<file path="src/design/fscc_ram.sv">
`default_nettype none

module fscc_ram #(
    parameter int WIDTH = 8,
    parameter int DEPTH = 256
) (
    input  wire logic                     i_clk,
    input  wire logic                     i_we,
    input  wire logic                     i_re,
    input  wire logic [$clog2(DEPTH)-1:0] i_addr,
    input  wire logic [WIDTH-1:0]         i_wdata,
    output logic      [WIDTH-1:0]         o_rdata
);

    logic [WIDTH-1:0] r_mem [DEPTH];
    logic [WIDTH-1:0] r_rdata;

    // read data holds until the next read
    always_ff @(posedge i_clk) begin
        if (i_we) begin
            r_mem[i_addr] <= i_wdata;
        end
        if (i_re) begin
            r_rdata <= r_mem[i_addr];
        end
    end

    assign o_rdata = r_rdata;

endmodule

`default_nettype wire

</file>
<file path="config.mk">
export PLATFORM = sky130hd
export DESIGN_NAME = fscc_ram
export DESIGN_NICKNAME = d
export VERILOG_FILES = /design/src/design/fscc_ram.sv
export SDC_FILE = /design/constraint.sdc
export NUM_CORES = 2
export LEC_CHECK = 0
export BUFFER_PORTS_ARGS = -buffer_cell sky130_fd_sc_hd__buf_2
export CAP_MARGIN = 0
export CORE_MARGIN = 2
export CORE_UTILIZATION = 34
export DETAILED_ROUTE_END_ITERATION = 16
export SLEW_MARGIN = 20
export SYNTH_ARGS = -nofsm -noshare
export SYNTH_HDL_FRONTEND = slang
export SYNTH_SLANG_ARGS = --single-unit
</file>
<file path="constraint.sdc">
create_clock -name i_clk -period 2.6 [get_ports i_clk]
set_input_delay 0.26 -clock i_clk [delete_from_list [all_inputs] [get_ports i_clk]]
set_output_delay 0.26 -clock i_clk [all_outputs]
set_load 0.01 [all_outputs]
</file>
=== Word-level counts from Yosys, hierarchy flattened ===
Memories as Yosys holds them, arrays and structs flattened. A register that Yosys moved wholly into a read port is not among the register bits.
Cells that the tools add are included.

* Register bits after elaboration: 0
* RAM bits: 2048
* Bits of input ports: 19
* Memories kept: 1

{| class="wikitable"
|+ Memory list
! memory !! depth !! bits a word !! rd ports !! clocked after memory_dff !! write ports !! RTL line !! RTL
|-
| r_mem || 256 || 8 || 1 || 1 || 1 || 15 || <nowiki>logic [WIDTH-1:0] r_mem [DEPTH];</nowiki>
|}

* Multiplexer cells: 2

{| class="wikitable"
|+ Operator list
! cell !! count
|-
| 1-bit 2-to-1 mux || 2
|}

=== Longest topological paths before layout ===
* Depth after elaboration: 2
* Gate-level depth with buffers: 10

=== Least setup slack after synthesis ===
OpenSTA, ideal clock, no wires.

* Path type: in2reg
* Start: in i_addr[1]
* End: mem r_mem[111][0], enable pin
* Library setup time: 370 ps
* Arrival time: 2109 ps
* Required time: 2230 ps
* Path slack: 121 ps
* Stages: 9
* Cells stage by stage: buf_2 -> clkbuf_1 -> clkbuf_1 -> nand2_1 -> buf_2 -> nor2_1 -> nand2_1 -> clkbuf_1 -> nor2_1

{| class="wikitable"
|+ RTL lines
! element !! RTL line !! RTL
|-
| start: declaration || 10 || <nowiki>input wire logic [$clog2(DEPTH)-1:0] i_addr,</nowiki>
|-
| end: declaration || 15 ||
|}

Straight into the memory's write port.

==> impl_metrics.ini <==
[floorplan]
io_pins = 27
rows = 176
die_w_um = 485
start_util_pct = 34.2
core-area_mm2 = 0.230
die_area_mm2 = 0.235
die_y_um = 485

[synthesis]
synth_mux_area_share_pct = 14.7
yosysSeqAreaShare_pct = 78.6
synthAdderAreaFrac_pct = 0
synth-simple-area-share_pct = 1.73
ys_ff_latch = 2056
syn-num-nets = 3566
synth-compound-area-share_pct = 3.62
synth_area_mm2 = 0.0786
synth-edff-count = 2056
async_reset_ff_share_pct = 0
yosysTopAreaCellShare_pct = 78.6
synth.area.top_cells = edfxtp_1 79%, mux4_2 15%, a22oi_1 2.4%
synthDistinctLibCells = 21
ys_top_cells_by_count = 2056 x edfxtp_1, 512 x mux4_2, 256 x a22oi_1
synth_top_family_by_area = multiplexers
yosys.area_share.xor_xnor_pct = 0
ys.flop_type = edfxtp_1
yosysTopAreaCell = edfxtp_1
synth_cells = 3547
yosysMostFrequentCell = edfxtp_1
syn_avg_cell_area_um2 = 22.2
yosys_warnings = 0

[clocking]
htree_levels = 4
cts_sinks = 2056
path_clk_slew_ps = 60
cts_buffer_depth = 3
cts_tree = built
cts_inserted_buffers = 202
insertion_delay_ps = 860
cts-root-buf = clkbuf_16

[placement]
place_ws_ps = -979
placed_area_mm2 = 0.0874
routabilityCongestion = 0.824
dp_hpwl_um = 128000
numPortBuffers = 26

[setup_path]
critPathMaxStageDelay_ps = 680
crit_type = reg2reg
cp_cell_sequence = mux4_2 -> a22oi_1 -> buf_4 -> a21oi_1 -> o41ai_1 -> nand4_1
end_kind = flop
cp_num_buf_inv = 1
worstSetupStartpoint = r_mem[234][2]$_DFFE_PP_
cp.required_ps = 3170
critPathArrivalTime_ps = 3150
startpoint_type = flop
slowest_stage = o41ai_1
crit_family = compound AO/OA/AOI/OAI gates
cp_max_fo = 1
r2r_start = r_mem[234][2]$_DFFE_PP_

[pwr]
leakagePower_nw = 29.6
p_int_mw = 54.1
power_switching_mw = 14.9
seqPwrFrac_pct = 53.1
power_density_mw_per_mm2 = 733
vdd_drop_max_mv = 0.727
pwr-share-clk_pct = 41.7
p_comb_share_pct = 5.2
switching_share_pct = 21.5
power_mw = 69.0

[grt]
grt_util_all_layers_pct = 16.9
grt_pass1_wl_um = 289000
antenna_found_initial = 10
grt_pass1_vias = 40042
overflow = 0
grt_start_max_net_pins = 106

[drt]
avgViaCountPerCell = 5.36
wl_per_cell_um = 27.2
drtIter0Drc = 4768
ant_nets = 0
vias = 39481
drc_errors = 0
drtPass1Iterations = 5
finalWirelength_um = 201000

[timing]
tightest_slew_ps = 906
fmax_mhz = 387
clock_skew_ps = 58.0
hold_viol_final = 0
post-route-period-util_pct = 99.3
timing.final.ws_setup_ps = 18.6
period_needed_ps = 2580
rsz0062_at_grt = no
maxSlewViolCount = 0
slew_headroom_pct = 39.4
finalSetupViolCount = 0

[final_layout]
drive_above_1_share_pct = 33.5
synthToLayoutAreaGrowth_pct = 19.8
fill_cells = 20012
nets = 4186
final_core_util_pct = 40.9
fin_area_mm2 = 0.0941

[hold_path]
hold_path_class = in2reg
worstHoldStart = i_we

[outcome]
status = finished clean

[run]
maxCapViolCount = 0
## layout by cell type, fill, tap and decap left out, types with 2 or more instances in the layout
cell and instances:
nand3_1 10, clkinv_2 34, clkinv_16 8, diode_2 5, nor3_1 30, nand2_1 28
a22oi_1 256, edfxtp_1 2056, o41ai_2 7, clkbuf_16 202, o41ai_1 25, nor2b_4 2
clkinv_8 4, nand3_2 3, buf_12 100, dlygate4sd3_1 9, clkbuf_1 45, buf_8 10
and2_1 2, inv_8 2, inv_16 2, clkinv_4 5, nand2b_2 2, buf_4 513
nand2b_1 4, or2_2 2, clkinv_1 43, buf_2 16, nor2_1 231, bufinv_16 17
nand4_1 8, a21oi_1 127, clkinvlp_4 10, nor2b_1 5, mux4_2 512
## worst register-to-register path, cell delays in order (launching register included)
cell	delay, ps
edfxtp_1	380
mux4_2	500
a22oi_1	310
buf_4	180
a21oi_1	70
o41ai_1	680
nand4_1	190
## per-stage QoR
step                      TNS [ps]  hold WS [ps]  std cells
final                            0           208       7366
after global routing             0           222       7363
after CTS                        0           172       7361
after detailed placement   -176900           668       6980
after global placement     -188880           673       6980
after floorplan                  0           359       3547
## area by class of cell
cell class	instances	area (um2)	share of cell area [%]
clock buffers	247	5220	5.55
inverters	1	3.75	0.00399
well taps	3026	3790	4.02
flip-flops and latches	2056	61700	65.6
multi-input cells	1258	15800	16.8
diodes	5	12.5	0.0133
repair buffers	648	6170	6.56
clock inverters	125	1330	1.41
## repair_timing
| item | CTS | global route |
|---|---|---|
| buffers inserted | 0 | 0 |
| setup endpoints to repair | 2 | 4 |
| resized for setup | 2 | 6 |
| hold buffers | 9 | 0 |
| hold endpoints to repair | 489 | 0 |
## state kept, by name, summed over array words and instances, names as in the netlist
signal and cells:
o_rdata 8, r_mem 2048
## routing by layer
metal	up-vias	routed length [um]	GRT usage [%]
li1	16354	-	-
met1	21359	84900	23.7
met2	1474	96000	26.9
met3	292	13400	2.73
met4	2	6230	5.53
met5	-	8	0
## final timing paths
| check | to | slack [ps] | cells past startpoint |
|---|---|---|---|
| setup / recovery | o_rdata[2]$_DFFE_PP_ | 20 | 6 |
| hold / removal | r_mem[132][3]$_DFFE_PP_ | 210 | 3 |
| setup reg to reg | o_rdata[2]$_DFFE_PP_ | 20 | 6 |
| hold reg to reg | o_rdata[3]$_DFFE_PP_ | 1080 | 5 |
## power by group through the flow
stage          Clock [mW]  Combinational (mW)  Sequential (mW)
6_report             28.8                3.59             36.6
5_1_grt              30.5                3.80             36.6
4_1_cts              29.3                3.64             36.6
3_5_place_dp            0                3.62             37.3
3_3_place_gp            0                3.57             37.3
2_1_floorplan           0                1.62             37.3
## kinds of logic after synthesis
logic type / after synthesis
flip-flops: 2056
AO/OA/AOI/OAI: 416
multiplexers: 512
buffers and inverters: 233
AND/OR/NAND/NOR: 330
(Power assumes the default switching activity.)
