$ cat config.mk
export PLATFORM = sky130hd
export DESIGN_NAME = fscc_ctrl
export DESIGN_NICKNAME = d
export VERILOG_FILES = /design/src/design/fscc_pkg.sv /design/src/design/fscc_ctrl.sv
export SDC_FILE = /design/constraint.sdc
export NUM_CORES = 1
export LEC_CHECK = 0
export CAP_MARGIN = 20
export CELL_PAD_IN_SITES_DETAIL_PLACEMENT = 0
export CELL_PAD_IN_SITES_GLOBAL_PLACEMENT = 1
export CORE_ASPECT_RATIO = 0.5
export CORE_UTILIZATION = 30
export DETAILED_ROUTE_END_ITERATION = 10
export DONT_BUFFER_PORTS = 1
export PLACE_DENSITY_LB_ADDON = 0.08
export SYNTH_ARGS = -nofsm -noshare
export SYNTH_HDL_FRONTEND = slang
export SYNTH_SLANG_ARGS = --single-unit
$ cat constraint.sdc
create_clock -name i_clk -period 4.5 [get_ports i_clk]
set_clock_uncertainty 0.05 [all_clocks]
set_input_delay 0.45 -clock i_clk [delete_from_list [all_inputs] [get_ports i_clk]]
set_output_delay 0.45 -clock i_clk [all_outputs]
set_load 0.005 [all_outputs]
$ cat src/design/fscc_pkg.sv
`default_nettype none

package fscc_pkg;

    // Store sizes
    localparam int FLASH_BYTES  = 131072;
    localparam int SECTOR_BYTES = 4096;
    localparam int SRAM_BYTES   = 65536;
    localparam int BANK_AW      = 16;
    localparam int FLASH_AW     = $clog2(FLASH_BYTES);
    localparam int SRAM_AW      = $clog2(SRAM_BYTES);
    localparam int SECTOR_AW    = $clog2(SECTOR_BYTES);

    // Field widths
    localparam int OFFSET_W  = 25;
    localparam int BYTE_W    = 8;
    localparam int CFG_IDX_W = 1;

    // Access kinds
    localparam logic CMD_READ  = 1'b0;
    localparam logic CMD_WRITE = 1'b1;

    // Unlock sequence
    localparam logic [OFFSET_W-1:0] ADDR_UNLOCK1 = 25'h5555;
    localparam logic [OFFSET_W-1:0] ADDR_UNLOCK2 = 25'h2AAA;
    localparam logic [OFFSET_W-1:0] ADDR_MAKER   = 25'h0;
    localparam logic [OFFSET_W-1:0] ADDR_DEVICE  = 25'h1;
    localparam logic [BYTE_W-1:0]   UNLOCK1_BYTE = 8'hAA;
    localparam logic [BYTE_W-1:0]   UNLOCK2_BYTE = 8'h55;

    // Flash command bytes
    localparam logic [BYTE_W-1:0] FCMD_CHIP_ERASE   = 8'h10;
    localparam logic [BYTE_W-1:0] FCMD_SECTOR_ERASE = 8'h30;
    localparam logic [BYTE_W-1:0] FCMD_ERASE        = 8'h80;
    localparam logic [BYTE_W-1:0] FCMD_ID_ON        = 8'h90;
    localparam logic [BYTE_W-1:0] FCMD_PROGRAM      = 8'hA0;
    localparam logic [BYTE_W-1:0] FCMD_BANK         = 8'hB0;
    localparam logic [BYTE_W-1:0] FCMD_ID_OFF       = 8'hF0;

    localparam logic [BYTE_W-1:0] ERASED_BYTE   = 8'hFF;
    localparam logic [BYTE_W-1:0] MAKER_ID_RST  = 8'h62;
    localparam logic [BYTE_W-1:0] DEVICE_ID_RST = 8'h13;

    // Configuration register indexes
    localparam logic [CFG_IDX_W-1:0] CFG_MAKER_ID  = 1'd0;
    localparam logic [CFG_IDX_W-1:0] CFG_DEVICE_ID = 1'd1;

    typedef enum logic [1:0] {
        MODE_IDLE,
        MODE_ERASE,
        MODE_PROGRAM,
        MODE_BANK
    } t_mode;

    // Where a result byte comes from
    typedef enum logic [1:0] {
        RSRC_BYTE,
        RSRC_FLASH,
        RSRC_SRAM
    } t_rsrc;

    typedef struct packed {
        logic                we;
        logic                re;
        logic [FLASH_AW-1:0] addr;
        logic [BYTE_W-1:0]   wdata;
    } t_flash_req;

    typedef struct packed {
        logic               we;
        logic               re;
        logic [SRAM_AW-1:0] addr;
        logic [BYTE_W-1:0]  wdata;
    } t_sram_req;

    typedef struct packed {
        t_rsrc             src;
        logic [BYTE_W-1:0] rbyte;
        logic              dirty;
        logic              active;
    } t_rd_info;

    function automatic logic [FLASH_AW-1:0] flash_index(input logic bank,
                                                        input logic [BANK_AW-1:0] off);
        logic [BANK_AW:0] full;
        full = {bank, off};
        return full[FLASH_AW-1:0];
    endfunction

endpackage

`default_nettype wire

$ cat src/design/fscc_ctrl.sv
`default_nettype none

module fscc_ctrl import fscc_pkg::*; (
    input  wire logic                 i_clk,
    input  wire logic                 i_rst_n,
    input  wire logic                 i_go,
    input  wire logic                 i_cmd,
    input  wire logic [OFFSET_W-1:0]  i_offset,
    input  wire logic [BYTE_W-1:0]    i_wdata,
    input  wire logic                 i_cfg_we,
    input  wire logic [CFG_IDX_W-1:0] i_cfg_idx,
    input  wire logic [BYTE_W-1:0]    i_cfg_wdata,
    output t_flash_req                o_flash,
    output t_sram_req                 o_sram,
    output t_rd_info                  o_info,
    output logic                      o_busy
);

    t_mode               r_mode, n_mode;
    logic                r_id, n_id;
    logic                r_fiu, n_fiu;
    logic                r_bank, n_bank;
    logic [BYTE_W-1:0]   r_maker, r_device;
    logic [BYTE_W-1:0]   r_sh_a, r_sh_b;   // shadow bytes at 0x5555 / 0x2AAA
    logic                r_clr, r_clr_sram;
    logic [FLASH_AW-1:0] r_clr_addr, r_clr_last;

    logic                is_wr, is_rd, unlock;
    logic                prog, chip, sector;
    logic [FLASH_AW-1:0] idx, sec_start;

    assign is_wr  = i_go && (i_cmd == CMD_WRITE);
    assign is_rd  = i_go && (i_cmd == CMD_READ);
    assign unlock = (r_sh_a == UNLOCK1_BYTE) && (r_sh_b == UNLOCK2_BYTE);
    assign idx    = flash_index(r_bank, i_offset[BANK_AW-1:0]);
    assign sec_start = flash_index(r_bank,
                           {i_offset[BANK_AW-1:SECTOR_AW], {SECTOR_AW{1'b0}}});
    assign o_busy = r_clr;

    // command decode
    always_comb begin
        n_mode = r_mode;
        n_id   = r_id;
        n_fiu  = r_fiu;
        n_bank = r_bank;
        prog   = 1'b0;
        chip   = 1'b0;
        sector = 1'b0;
        if (is_wr) begin
            if (r_mode == MODE_PROGRAM) begin
                prog   = 1'b1;
                n_mode = MODE_IDLE;
            end else if (r_mode == MODE_BANK && i_offset == '0) begin
                n_bank = i_wdata[0];
                n_mode = MODE_IDLE;
            end else if (unlock) begin
                if (i_offset == ADDR_UNLOCK1) begin
                    unique case (i_wdata)
                        FCMD_CHIP_ERASE: begin
                            if (r_mode == MODE_ERASE) begin
                                chip   = 1'b1;
                                n_mode = MODE_IDLE;
                            end
                        end
                        FCMD_ERASE:   n_mode = MODE_ERASE;
                        FCMD_ID_ON:   n_id   = 1'b1;
                        FCMD_PROGRAM: n_mode = MODE_PROGRAM;
                        FCMD_BANK:    n_mode = MODE_BANK;
                        FCMD_ID_OFF:  n_id   = 1'b0;
                        default: ;
                    endcase
                    if (n_mode != MODE_IDLE || n_id) begin
                        n_fiu = 1'b1;
                    end
                end else if (r_mode == MODE_ERASE && i_wdata == FCMD_SECTOR_ERASE) begin
                    sector = 1'b1;
                    n_mode = MODE_IDLE;
                end
            end
        end
    end

    // memory requests; the clear sweep owns both ports while running
    always_comb begin
        o_flash = '{we: 1'b0, re: 1'b0, addr: idx, wdata: i_wdata};
        o_sram  = '{we: 1'b0, re: 1'b0, addr: i_offset[SRAM_AW-1:0], wdata: i_wdata};
        if (r_clr) begin
            o_flash.we    = 1'b1;
            o_flash.addr  = r_clr_addr;
            o_flash.wdata = ERASED_BYTE;
            o_sram.we     = r_clr_sram && ((r_clr_addr >> SRAM_AW) == '0);
            o_sram.addr   = r_clr_addr[SRAM_AW-1:0];
            o_sram.wdata  = '0;
        end else begin
            o_flash.we = prog;
            o_flash.re = is_rd && !r_id && r_fiu;
            o_sram.we  = is_wr;
            o_sram.re  = is_rd && !r_id && !r_fiu;
        end
    end

    // result description, resolved once read data returns
    always_comb begin
        o_info.dirty  = i_cmd;
        o_info.active = n_fiu;
        o_info.rbyte  = '0;
        o_info.src    = RSRC_BYTE;
        if (i_cmd == CMD_READ) begin
            if (r_id) begin
                if (i_offset == ADDR_MAKER) begin
                    o_info.rbyte = r_maker;
                end else if (i_offset == ADDR_DEVICE) begin
                    o_info.rbyte = r_device;
                end
            end else if (r_fiu) begin
                o_info.src = RSRC_FLASH;
            end else begin
                o_info.src = RSRC_SRAM;
            end
        end
    end

    always_ff @(posedge i_clk) begin
        if (!i_rst_n) begin
            r_mode     <= MODE_IDLE;
            r_id       <= 1'b0;
            r_fiu      <= 1'b0;
            r_bank     <= 1'b0;
            r_maker    <= MAKER_ID_RST;
            r_device   <= DEVICE_ID_RST;
            r_sh_a     <= '0;
            r_sh_b     <= '0;
            r_clr      <= 1'b1;
            r_clr_sram <= 1'b1;
            r_clr_addr <= '0;
            r_clr_last <= '1;
        end else begin
            r_mode <= n_mode;
            r_id   <= n_id;
            r_fiu  <= n_fiu;
            r_bank <= n_bank;
            if (i_cfg_we && i_cfg_idx == CFG_MAKER_ID) begin
                r_maker <= i_cfg_wdata;
            end
            if (i_cfg_we && i_cfg_idx == CFG_DEVICE_ID) begin
                r_device <= i_cfg_wdata;
            end
            if (is_wr && i_offset[SRAM_AW-1:0] == ADDR_UNLOCK1[SRAM_AW-1:0]) begin
                r_sh_a <= i_wdata;
            end
            if (is_wr && i_offset[SRAM_AW-1:0] == ADDR_UNLOCK2[SRAM_AW-1:0]) begin
                r_sh_b <= i_wdata;
            end
            if (r_clr) begin
                if (r_clr_addr == r_clr_last) begin
                    r_clr      <= 1'b0;
                    r_clr_sram <= 1'b0;
                end else begin
                    r_clr_addr <= r_clr_addr + 1'b1;
                end
            end else if (chip) begin
                r_clr      <= 1'b1;
                r_clr_sram <= 1'b0;
                r_clr_addr <= '0;
                r_clr_last <= '1;
            end else if (sector) begin
                r_clr      <= 1'b1;
                r_clr_sram <= 1'b0;
                r_clr_addr <= sec_start;
                r_clr_last <= sec_start | FLASH_AW'(SECTOR_BYTES - 1);
            end
        end
    end

    a_no_go_while_clear: assert property (@(posedge i_clk) disable iff (!i_rst_n)
        r_clr |-> !i_go)
        else $error("request taken during clear sweep");

    a_flash_port_single: assert property (@(posedge i_clk) disable iff (!i_rst_n)
        !(o_flash.we && o_flash.re))
        else $error("flash read and write in one cycle");

    a_fiu_sticky: assert property (@(posedge i_clk) disable iff (!i_rst_n)
        r_fiu |=> r_fiu)
        else $error("flash in use dropped");

    a_program_once: assert property (@(posedge i_clk) disable iff (!i_rst_n)
        (is_wr && r_mode == MODE_PROGRAM) |=> (r_mode == MODE_IDLE))
        else $error("program mode not left after one byte");

endmodule

`default_nettype wire

# Word-level counts from Yosys, hierarchy flattened
# Index checks and enable logic that the tools add are counted.
# classes
n_addsub,1
mul,0
div_mod_pow,0
n_lt_le_gt_ge,0
eq_ne,19
shift,0
n_mux,65
bitwise,5
reduce_logical,29
# op_table
op,count
2-to-1 mux 17 bit,6
"== test 8 bit, second input constant",6
2-to-1 mux 1 bit,38
2-to-1 mux 2 bit,13
"== test 25 x 1 -> 1 bit, second input constant",1
"== test 25 x 15 -> 1 bit, second input constant",1
zero test 25 bit,1
2-to-1 mux 25 bit,1
2-to-1 mux 24 bit,1
2-to-1 mux 8 bit,3
"adder 17 x 1 -> 17 bit, second input constant",1
== test 17 bit,1
zero test 17 bit,1
"== test 16 x 14 -> 1 bit, second input constant",1
"== test 16 x 15 -> 1 bit, second input constant",1
logical AND 1 bit,13
2-to-1 mux 10 bit,1
"== test 8 x 5 -> 1 bit, second input constant",1
"== test 8 x 6 -> 1 bit, second input constant",1
"== test 8 x 7 -> 1 bit, second input constant",1
case mux 2 bit (4 select lines),1
AND reduction 2 bit,3
AND reduction 3 bit,2
nonzero test 3 bit,2
11 further kinds,18
# word_totals
ff_bits,73
latch_bits,0
mem_bits_rw,0
mem_bits_ro,0
output_inout_bits,66
wordCells,131
mem_count,0

# Logic depth before layout (Yosys ltp)
# logic_depth
depth_word,16
mapped_depth,8

# Least setup slack after synthesis
# No wires, ideal clock.
# synth_path
path_kind,input-to-output
startpoint,input port i_offset[1]
endpoint,output port o_info[0] (netlist bit)
t_arrival_ns,2.247
required_time_ns,4.000
slack_ns,1.753
stages,6
path_buffers,1
path_cell_list,or4_4 -> or2_1 -> or4_4 -> or3_4 -> o21bai_4 -> buf_4
# synth_via
elab_chain_len,6
# synth_rtl
element,line_no,rtl
start: declaration,fscc_ctrl.sv:8,"input wire logic [OFFSET_W-1:0] i_offset,"
== test 25 x 15 -> 1 bit,fscc_ctrl.sv:57,if (i_offset == ADDR_UNLOCK1) begin
2-to-1 mux 1 bit,fscc_ctrl.sv:57,
2-to-1 mux 1 bit,fscc_ctrl.sv:56,end else if (unlock) begin
2-to-1 mux 1 bit *,fscc_ctrl.sv:53,end else if (r_mode == MODE_BANK && i_offset == '0) begin
2-to-1 mux 1 bit *,fscc_ctrl.sv:50,if (r_mode == MODE_PROGRAM) begin
2-to-1 mux 1 bit *,fscc_ctrl.sv:49,if (is_wr) begin
end: declaration,fscc_ctrl.sv:15,"output t_rd_info o_info,"
# Mark *: on every way between the ends. The rest lies on a longest branch, timed or not.

==> impl_metrics.csv <==
group,metric,value,unit
clocking,cts_buffer_depth,2,
timing,hold_viol,0,
yosys,ys_types,57,
power,p_sw,293,uW
min_path,hold_path_depth,1,
worst_setup_path,cp_cell_sequence,"or4_4, or2_1, or4_4, or3_4, o21bai_4",
worst_setup_path,rr_endpoint,"r_clr_addr[15]",
place,dpl.hpwl,7570,um
finish,layout_common_cells,"dfxtp_1 (61), nand2_1 (56), nor2_1 (35)",
timing,period_needed,2710,ps
floorplan,die_w,157,um
clocking,hold_buffers,0,
clocking,cts_tree,"built",
worst_setup_path,reg2reg_slack,2000,ps
clocking,cts_buffers,9,
floorplan,initial_utilization,31.8,%
grt,first_global_vias,2966,
route,wl,10300,um
timing,slew_viol_final,0,
finish,final-seq-area,1220,um^2
power,power.share.sequential,39.7,%
worst_setup_path,cp.arrival,2210,ps
worst_setup_path,crit_path_end_kind,"output port",
route,vias_per_cell,5.27,
grt,grt_pass1_wl,16200,um
clocking,cts_setup_buffers,0,
min_path,hold_start,"i_rst_n",
finish,fin_nets,457,
worst_setup_path,cpPeakStageDelay,540,ps
finish,layout_commonest_cell,"dfxtp_1",
timing,worstMarginPinSlew,899,ps
timing,setup_violations,0,
yosys,synth_edf_count,0,
clocking,post_cts_resized,0,
yosys,async_flop_share,0,%
clocking,cts_root_buf,"clkbuf_16",
floorplan,dieArea,12500,um^2
yosys,yosys_warnings,0,
route,dr.pass1.iters,4,
yosys,synth_area,3610,um^2
yosys,synth_nets,478,
min_path,hp-class,"primary input to register",
timing,rsz0062_at_grt,"no",
yosys,syn_avg_cell_area,8.41,um^2
worst_setup_path,cp_max_fo,4,
grt,antenna_found_initial,0,
clocking,clk_latency,330,ps
grt,grt_max_degree,57,
power,p_total,1.41,mW
floorplan,num_rows,27,
floorplan,ioPinCount,113,
route,drt-wirelength-per-cell,18.0,um
route,vias,3020,
yosys,synth_seq_cells,61,
power,p_clk_share,57.1,%
timing,timing.fmax,0.369,GHz
place,portBuffers,0,
worst_setup_path,crit_slowest_cell,"or4_4",
worst_setup_path,cp-start-kind,"primary input",
worst_setup_path,critPathBufInv,0,
grt,grt_usage,17.3,%
worst_setup_path,rr_startpoint,"r_sh_b[6]",
worst_setup_path,cp_common_cell,"or4_4",
timing,final.setup.tns,0,ps
clocking,htreeDepth,3,
floorplan,dieHeight,79.6,um
timing,slew_headroom,39.7,%
floorplan,core,11400,um^2
finish,drive_gt1_share,14.0,%
place,gp_congestion,0.751,
finish,multi_input_area,2160,um^2
power,combinationalPowerShare,3.3,%
worst_setup_path,critical_path_class,"primary input to output port",
run,max_cap_violations,0,
yosys,ys_seq_area_share,33.8,%
clocking,path_clk_slew,50,ps
timing,finalCritPeriodShare,60.2,%
place,post-place-cells,557,
power,p_leak,1.41,nW
finish,final_cells,573,
route,drtAntennaViolNets,0,
run_status,status,"completed",
power,switching_share,20.8,%
worst_setup_path,reg2regPathDepth,7,
finish,syn_to_final_growth,10.0,%
yosys,syn_inst,430,
finish,antenna_cells,0,
place,place_area,3640,um^2
min_path,min_to,"r_clr_last[12]",
grt,grt-ovfl-total,0,
clocking,clock_sinks,61,
finish,fillers,1171,
route,drc,0,
worst_setup_path,path_delay_family,"simple AND/OR/NAND/NOR gates",
power,power.ir.vdd_worst,0.156,mV
yosys,synth-main-ff-cell,"dfxtp_1",
power,p_int,1.11,mW
finish,fin_util,35.0,%
finish,fin_area,3980,um^2
power,powerDensity,353,nW/um^2
route,drt_iter0_markers,182,
worst_setup_path,cp.required,4000,ps
cell usage after synthesis (4+ instances only):
| library cell | n | share of area [%] |
|---|---|---|
| mux2_2 | 16 | 5.0 |
| xor2_1 | 14 | 3.4 |
| nand4_1 | 5 | 0.87 |
| mux2i_1 | 20 | 5.5 |
| inv_1 | 6 | 0.62 |
| nor4bb_1 | 4 | 1.1 |
| o21ai_1 | 6 | 0.83 |
| a22oi_1 | 8 | 1.7 |
| buf_4 | 18 | 3.7 |
| a21boi_0 | 11 | 2.3 |
| nor2b_1 | 28 | 4.8 |
| and3_1 | 8 | 1.4 |
| nor2_1 | 35 | 3.6 |
| nor3_1 | 6 | 0.83 |
| o21ai_0 | 7 | 0.97 |
| nand2b_1 | 4 | 0.69 |
| clkbuf_1 | 13 | 1.4 |
| nor4_1 | 5 | 0.87 |
| a31oi_1 | 8 | 1.4 |
| nand3_1 | 24 | 3.3 |
| and2_1 | 5 | 0.87 |
| dfxtp_1 | 61 | 34 |
| or2_2 | 6 | 1.0 |
| nand2_1 | 56 | 5.8 |
worst max path at each step:
| stage | slack (ps) | from | depth (start not counted) | endpoint |
|---|---|---|---|---|
| after detailed placement | 1740 | i_offset[17] | 7 | r_clr_addr[15] |
| after floorplan | 1750 | i_offset[1] | 6 | o_info[0] |
| after global placement | 1620 | i_offset[17] | 5 | o_info[6] |
| after global routing | 1720 | o_busy | 6 | r_clr_addr[4] |
| after CTS | 1790 | i_offset[1] | 5 | o_info[0] |
| final | 1790 | i_offset[1] | 5 | o_info[0] |
layout make-up:
| class | count | share of cell area [%] |
|---|---|---|
| multi-input cells | 326 | 54.2 |
| flip-flops and latches | 61 | 30.7 |
| clock buffers | 10 | 5.76 |
| well taps | 159 | 5.00 |
| clock inverters | 6 | 2.80 |
| repair buffers | 5 | 0.944 |
| inverters | 6 | 0.566 |
state kept, by name, indices dropped and copies added (netlist names):
name / count
r_fiu: 1
r_clr_sram: 1
o_busy: 1
r_clr_last: 5
r_bank: 1
r_mode: 2
r_clr_addr: 17
r_sh_a: 8
r_device: 8
r_maker: 8
r_sh_b: 8
r_id: 1
power groups by stage:
stage	Clock (mW)	Combinational (mW)	Sequential [mW]
3_3_place_gp	0	0.0452	0.570
5_1_grt	0.851	0.0509	0.559
6_report	0.802	0.0458	0.558
4_1_cts	0.824	0.0465	0.558
3_5_place_dp	0	0.0463	0.569
2_1_floorplan	0	0.0497	0.567
through the flow:
stage               setup slack [ps]  hold WS [ps]
finish                          1790           182
global route                    1720           153
CTS                             1790           131
detailed placement              1740           408
global placement                1620           399
floorplan                       1750           391
per-layer routing:
metal  track usage [%]  part of all wire [%]
met1              22.6                    47
met2              27.6                    47
met3              5.16                   5.3
met4              4.95                  0.65
met5                 0                     0
cell families (layout without fill, tap and decap cells):
group	count (synthesis)	count (layout)	synth area share (%)
AND/OR/NAND/NOR	213	213	32.5
XOR/XNOR	17	17	4.12
flip-flops	61	61	33.8
adder cells (fa/ha/maj)	1	1	0.346
buffers and inverters	43	27	6.58
multiplexers	36	36	10.5
AO/OA/AOI/OAI	59	59	12.2
Note: power is estimated with default switching activity, not from simulation.
